File: config.mk
export PLATFORM = sky130hd
export DESIGN_NAME = tri_front
export DESIGN_NICKNAME = d
export VERILOG_FILES = /design/src/hw/rtl/tri_pkg.sv /design/src/hw/rtl/tri_fifo.sv /design/src/hw/rtl/tri_front.sv
export SDC_FILE = /design/constraint.sdc
export NUM_CORES = 1
export LEC_CHECK = 0
export BUFFER_PORTS_ARGS = -buffer_cell sky130_fd_sc_hd__buf_4
export CORE_MARGIN = 2
export CORE_UTILIZATION = 53
export CTS_BUF_LIST = sky130_fd_sc_hd__clkbuf_8
export DETAILED_ROUTE_END_ITERATION = 8
export PLACE_DENSITY = 0.81
export SLEW_MARGIN = 15
export SYNTH_ARGS = -nofsm -noshare
export SYNTH_HDL_FRONTEND = slang
export SYNTH_SLANG_ARGS = --single-unit
File: constraint.sdc
create_clock -name clk -period 2.5 [get_ports clk]
set_input_delay 0.25 -clock clk [delete_from_list [all_inputs] [get_ports clk]]
set_output_delay 0.25 -clock clk [all_outputs]
set_load 0.02 [all_outputs]
File: src/hw/rtl/tri_pkg.sv
// ----------------------------------------------------------------------------
// tri_pkg
// Shared types and codes of the trie insert/lookup core.
// ----------------------------------------------------------------------------
package tri_pkg;

	typedef enum logic [1:0] {
		CMD_INSERT = 2'd0,
		CMD_CHECK  = 2'd1,
		CMD_CLEAR  = 2'd2
	} cmd_t;

	typedef struct packed {
		cmd_t       command;
		logic [7:0] symbol;
		logic       last;
		logic       empty_req;
	} item_t;

	typedef struct packed {
		cmd_t       done_kind;
		logic       found;
		logic       full_res;
		logic [9:0] end_node;
	} result_t;

	typedef enum logic [2:0] {
		ST_CLR,
		ST_IDLE,
		ST_LOOK,
		ST_CMP,
		ST_TAIL,
		ST_FIN
	} eng_state_t;

endpackage

File: src/hw/rtl/tri_fifo.sv
// ----------------------------------------------------------------------------
// tri_fifo
// Two-entry queue of register slots with full/empty flags.
// ----------------------------------------------------------------------------
module tri_fifo #(
	parameter int W = 8
) (
	input  logic         clk,
	input  logic         arst_n,
	input  logic         push,
	input  logic [W-1:0] din,
	output logic         full,
	input  logic         pop,
	output logic [W-1:0] dout,
	output logic         empty
);
	logic [W-1:0] mem_q [2];
	logic         wr_q;
	logic         rd_q;
	logic [1:0]   cnt_q;
	logic         do_push;
	logic         do_pop;

	assign full    = cnt_q == 2'd2;
	assign empty   = cnt_q == 2'd0;
	assign do_push = push && !full;
	assign do_pop  = pop && !empty;
	assign dout    = mem_q[rd_q];

	always_ff @(posedge clk) begin
		if (do_push) begin
			mem_q[wr_q] <= din;
		end
	end

	always_ff @(posedge clk or negedge arst_n) begin
		if (!arst_n) begin
			wr_q  <= 1'b0;
			rd_q  <= 1'b0;
			cnt_q <= 2'd0;
		end else begin
			if (do_push) begin
				wr_q <= !wr_q;
			end
			if (do_pop) begin
				rd_q <= !rd_q;
			end
			cnt_q <= cnt_q + 2'(do_push) - 2'(do_pop);
		end
	end

`ifndef SYNTH
	a_no_overflow: assert property (@(posedge clk) disable iff (!arst_n)
		full |=> !(cnt_q == 2'd0) || $past(pop))
		else $error("queue lost an entry");
	a_cnt_range: assert property (@(posedge clk) disable iff (!arst_n)
		cnt_q != 2'd3)
		else $error("queue count out of range");
	a_ptr_match: assert property (@(posedge clk) disable iff (!arst_n)
		(cnt_q == 2'd0 || cnt_q == 2'd2) |-> wr_q == rd_q)
		else $error("queue pointers disagree with count");
`endif
endmodule

File: src/hw/rtl/tri_front.sv
// ----------------------------------------------------------------------------
// tri_front
// Accepts items, drops those with no effect, queues the rest.
// ----------------------------------------------------------------------------
module tri_front
	import tri_pkg::*;
(
	input  logic       clk,
	input  logic       arst_n,
	input  logic       push,
	input  logic [1:0] command,
	input  logic [7:0] symbol,
	input  logic       last,
	input  logic       empty_req,
	output logic       full,
	input  logic       item_pop,
	output item_t      item,
	output logic       item_empty
);
	item_t in_item;
	logic  keep;
	logic  q_full;
	logic  q_empty;
	logic [$bits(item_t)-1:0] q_dout;

	assign in_item.command   = cmd_t'(command);
	assign in_item.symbol    = symbol;
	assign in_item.last      = last;
	assign in_item.empty_req = empty_req;

	always_comb begin
		unique case (command)
			CMD_INSERT, CMD_CHECK: keep = !(empty_req && !last);
			CMD_CLEAR:             keep = 1'b1;
			default:               keep = 1'b0;
		endcase
	end

	assign full = q_full;

	tri_fifo #(.W($bits(item_t))) u_q (
		.clk   (clk),
		.arst_n(arst_n),
		.push  (push && keep),
		.din   (in_item),
		.full  (q_full),
		.pop   (item_pop),
		.dout  (q_dout),
		.empty (q_empty)
	);

	assign item       = item_t'(q_dout);
	assign item_empty = q_empty;
endmodule

==> results_dict.tcl <==
set metrics [dict create \
    syn_nets 77 \
    numCtsBuffers 3 \
    cts.clk_slew.worst_paths_ps 90 \
    synth_area_sq_um 1090 \
    synth.distinct_cells 13 \
    grtUsageMet3_pct 3.374 \
    outcome "complete, no violations" \
    peakVddDrop_mv 0.7345 \
    synthCells 59 \
    finalWeightedCongestion 0.6742 \
    hold_violations 0 \
    slew-limit-headroom_pct 64.39 \
    hp-start "symbol[5]" \
    setup_violations 0 \
    synth_edf_count 24 \
    synth.avg_cell_area_sq_um 18.47 \
    r2r-end "u_q.cnt_q[1]" \
    die_w_um 49.35 \
    pre_cts_slack_ps 935.1 \
    r2r_setup_slack_ps 920 \
    setup_slack_ps 735.1 \
    io-pin-count 30 \
    grt_max_degree 17 \
    endpoint_kind "output port" \
    timing.final.crit_share_pct 70.60 \
    path_class "reg2out" \
    worst_pin_slew_ps 534.1 \
    fin_nets 113 \
    cts_num_sinks 28 \
    critPathLaunchType "flip-flop" \
    antenna_left 0 \
    fp.dieArea_sq_um 2435 \
    slew_viol_final 0 \
    reg2reg_depth 7 \
    power_mw 1.580 \
    cts_resized 0 \
    finClkSkew_ps 1.364 \
    drt_iter0_markers 6 \
    postCtsHoldBufs 1 \
    power_density_nw_per_um2 1103 \
    cpPeakStageDelay_ps 690 \
    antenna_found_initial 0 \
    num_vias 589 \
    ys_seq_area_share_pct 75.32 \
    fmax_mhz 566.6 \
    busiest_layer "met2" \
    netlist.area_leader.share_pct 66.13 \
    crit_required_ps 2250 \
    hold_class "in2reg" \
    ys.warnings.count 0 \
    synth-seq-cells 28 \
    fin_crit_ps 1765 \
    layout-drive-gt1-share_pct 51.06 \
    start_util_pct 56.12 \
    post_cts_buffers 0 \
    yosysMostFrequentCell "edfxtp_1" \
    grt_usage_pct 14.70 \
    use_met1_pct 18.11 \
    slowest_stage "dfrtp_1" \
    drcViolationCount 0 \
    cp.arrival_ps 1510 \
    clock_latency_ps 260 \
    cts_buffer_depth 2 \
    num_rows 16 \
    grt_pass1_vias 598 \
    yosysTopAreaCell "edfxtp_1" \
    cts_htree_levels 1 \
    routed_via_density 4.868 \
    area_growth_pct 31.46 \
    grt_first_pass_wirelength_um 2622 \
    io_buffer_count 29 \
    synth_commonest_cells "24 x edfxtp_1, 12 x mux2_2, 5 x inv_1, 4 x dfrtp_1" \
    globalRouteMet2Util_pct 25.00 \
    instances_no_fill 121 \
    path_cells "mux2_2 > buf_4" \
    overflow 0 \
    ys_async_sr_fraction_pct 14.29 \
    hold_end "u_q.mem_q[1][7]" \
    cp-startpoint "u_q.rd_q" \
    cts_tree "yes" \
    die_h_um 49.35 \
    placedCellCount 116 \
    drtPass1Iterations 4 \
    r2r-start "u_q.cnt_q[0]" \
    postRouteWirelength_um 1514 \
    tns_ps 0 \
    cts_root_buffer "clkbuf_8" \
    rsz0062_at_grt "no" \
    synth.top_cells.by_area "edfxtp_1 66%, mux2_2 12%, dfrtp_1 9.2%, xnor2_1 2.4%, ha_1 2.3%" \
    synthFlopType "edfxtp_1" \
    hold_depth 1 \
    insertedDiodeCount 0 \
    dp.final_hpwl_um 1098 \
    core_area_sq_um 1942 \
    cp_max_fo 13 \
    cap_violations 0 \
    leakagePower_nw 0.5813 \
    post_drt_wl_per_cell_um 12.51 \
]
## registers in the layout, summed over array words and instances (netlist names)
register   cells
u_q.cnt_q      2
u_q.mem_q     24
u_q.rd_q       1
u_q.wr_q       1
## layout make-up
cell class | instances | area [sq um]
clock buffers | 3 | 41.29
clock inverters | 1 | 30.03
fillers | 135 | 509.2
inverters | 5 | 18.77
multi-input cells | 25 | 245.2
flip-flops and latches | 28 | 820.8
well taps | 27 | 33.78
repair buffers | 32 | 242.7
## routing by layer
layer,share of wire [%],routed length (um),up-vias
li1,-,-,286
met3,5.7,87,2
met4,0.86,13,0
met1,41,621,284
met2,52,791,17
met5,0,0,-
## cell usage in the layout, fill, tap and decap left out
master         instances
nor2_1                 3
mux2_2                12
nor2b_4                1
ha_1                   2
nor3b_1                1
bufinv_16              1
buf_4                 31
clkbuf_8               3
edfxtp_1              24
xnor2_1                3
a2111o_1               1
dlygate4sd3_1          1
dfrtp_1                4
xor2_1                 1
inv_1                  5
nor2b_1                1
## worst max path at each step
stage	slack, ps	depth (start not counted)	end
final	740	2	item[10]
after global routing	650	2	item[10]
after CTS	710	2	item[10]
after detailed placement	940	5	u_q.mem_q[0][8]
after global placement	990	5	u_q.mem_q[0][7]
after floorplan	690	3	u_q.mem_q[1][0]
## kinds of logic (layout without fill, tap and decap cells)
group	Yosys count	in the layout	synth area share [%]
DFF	28	28	75.32
muxes	12	12	12.40
and+or+nand+nor	6	6	3.559
buffers and inverters	6	41	2.181
xor gates and xnor gates	4	4	3.215
adders and majority gates	2	2	2.296
AOI/OAI and AO/OA	1	1	1.033
## through the flow
stage	util, %	hold WS [ps]	cell area [sq um]
6_report	73.78	167.6	1433
5_1_grt	73.78	155.7	1433
4_1_cts	73.78	161.8	1433
3_5_place_dp	69.59	49.79	1351
3_3_place_gp	69.59	48.75	1351
2_1_floorplan	-	-45.59	1090
## worst max-delay path: cells and delay by family (launching register included)
family                 cells  cell delay [ps]
muxes                      1              410
DFF                        1              690
buffers and inverters      1              160
## report_power, final
part           switching (mW)  total [mW]  internal [mW]
sequential             0.0782       0.693          0.615
clock                   0.123       0.337          0.214
combinational           0.266       0.550          0.284
Power figures use the tool's default switching activity.
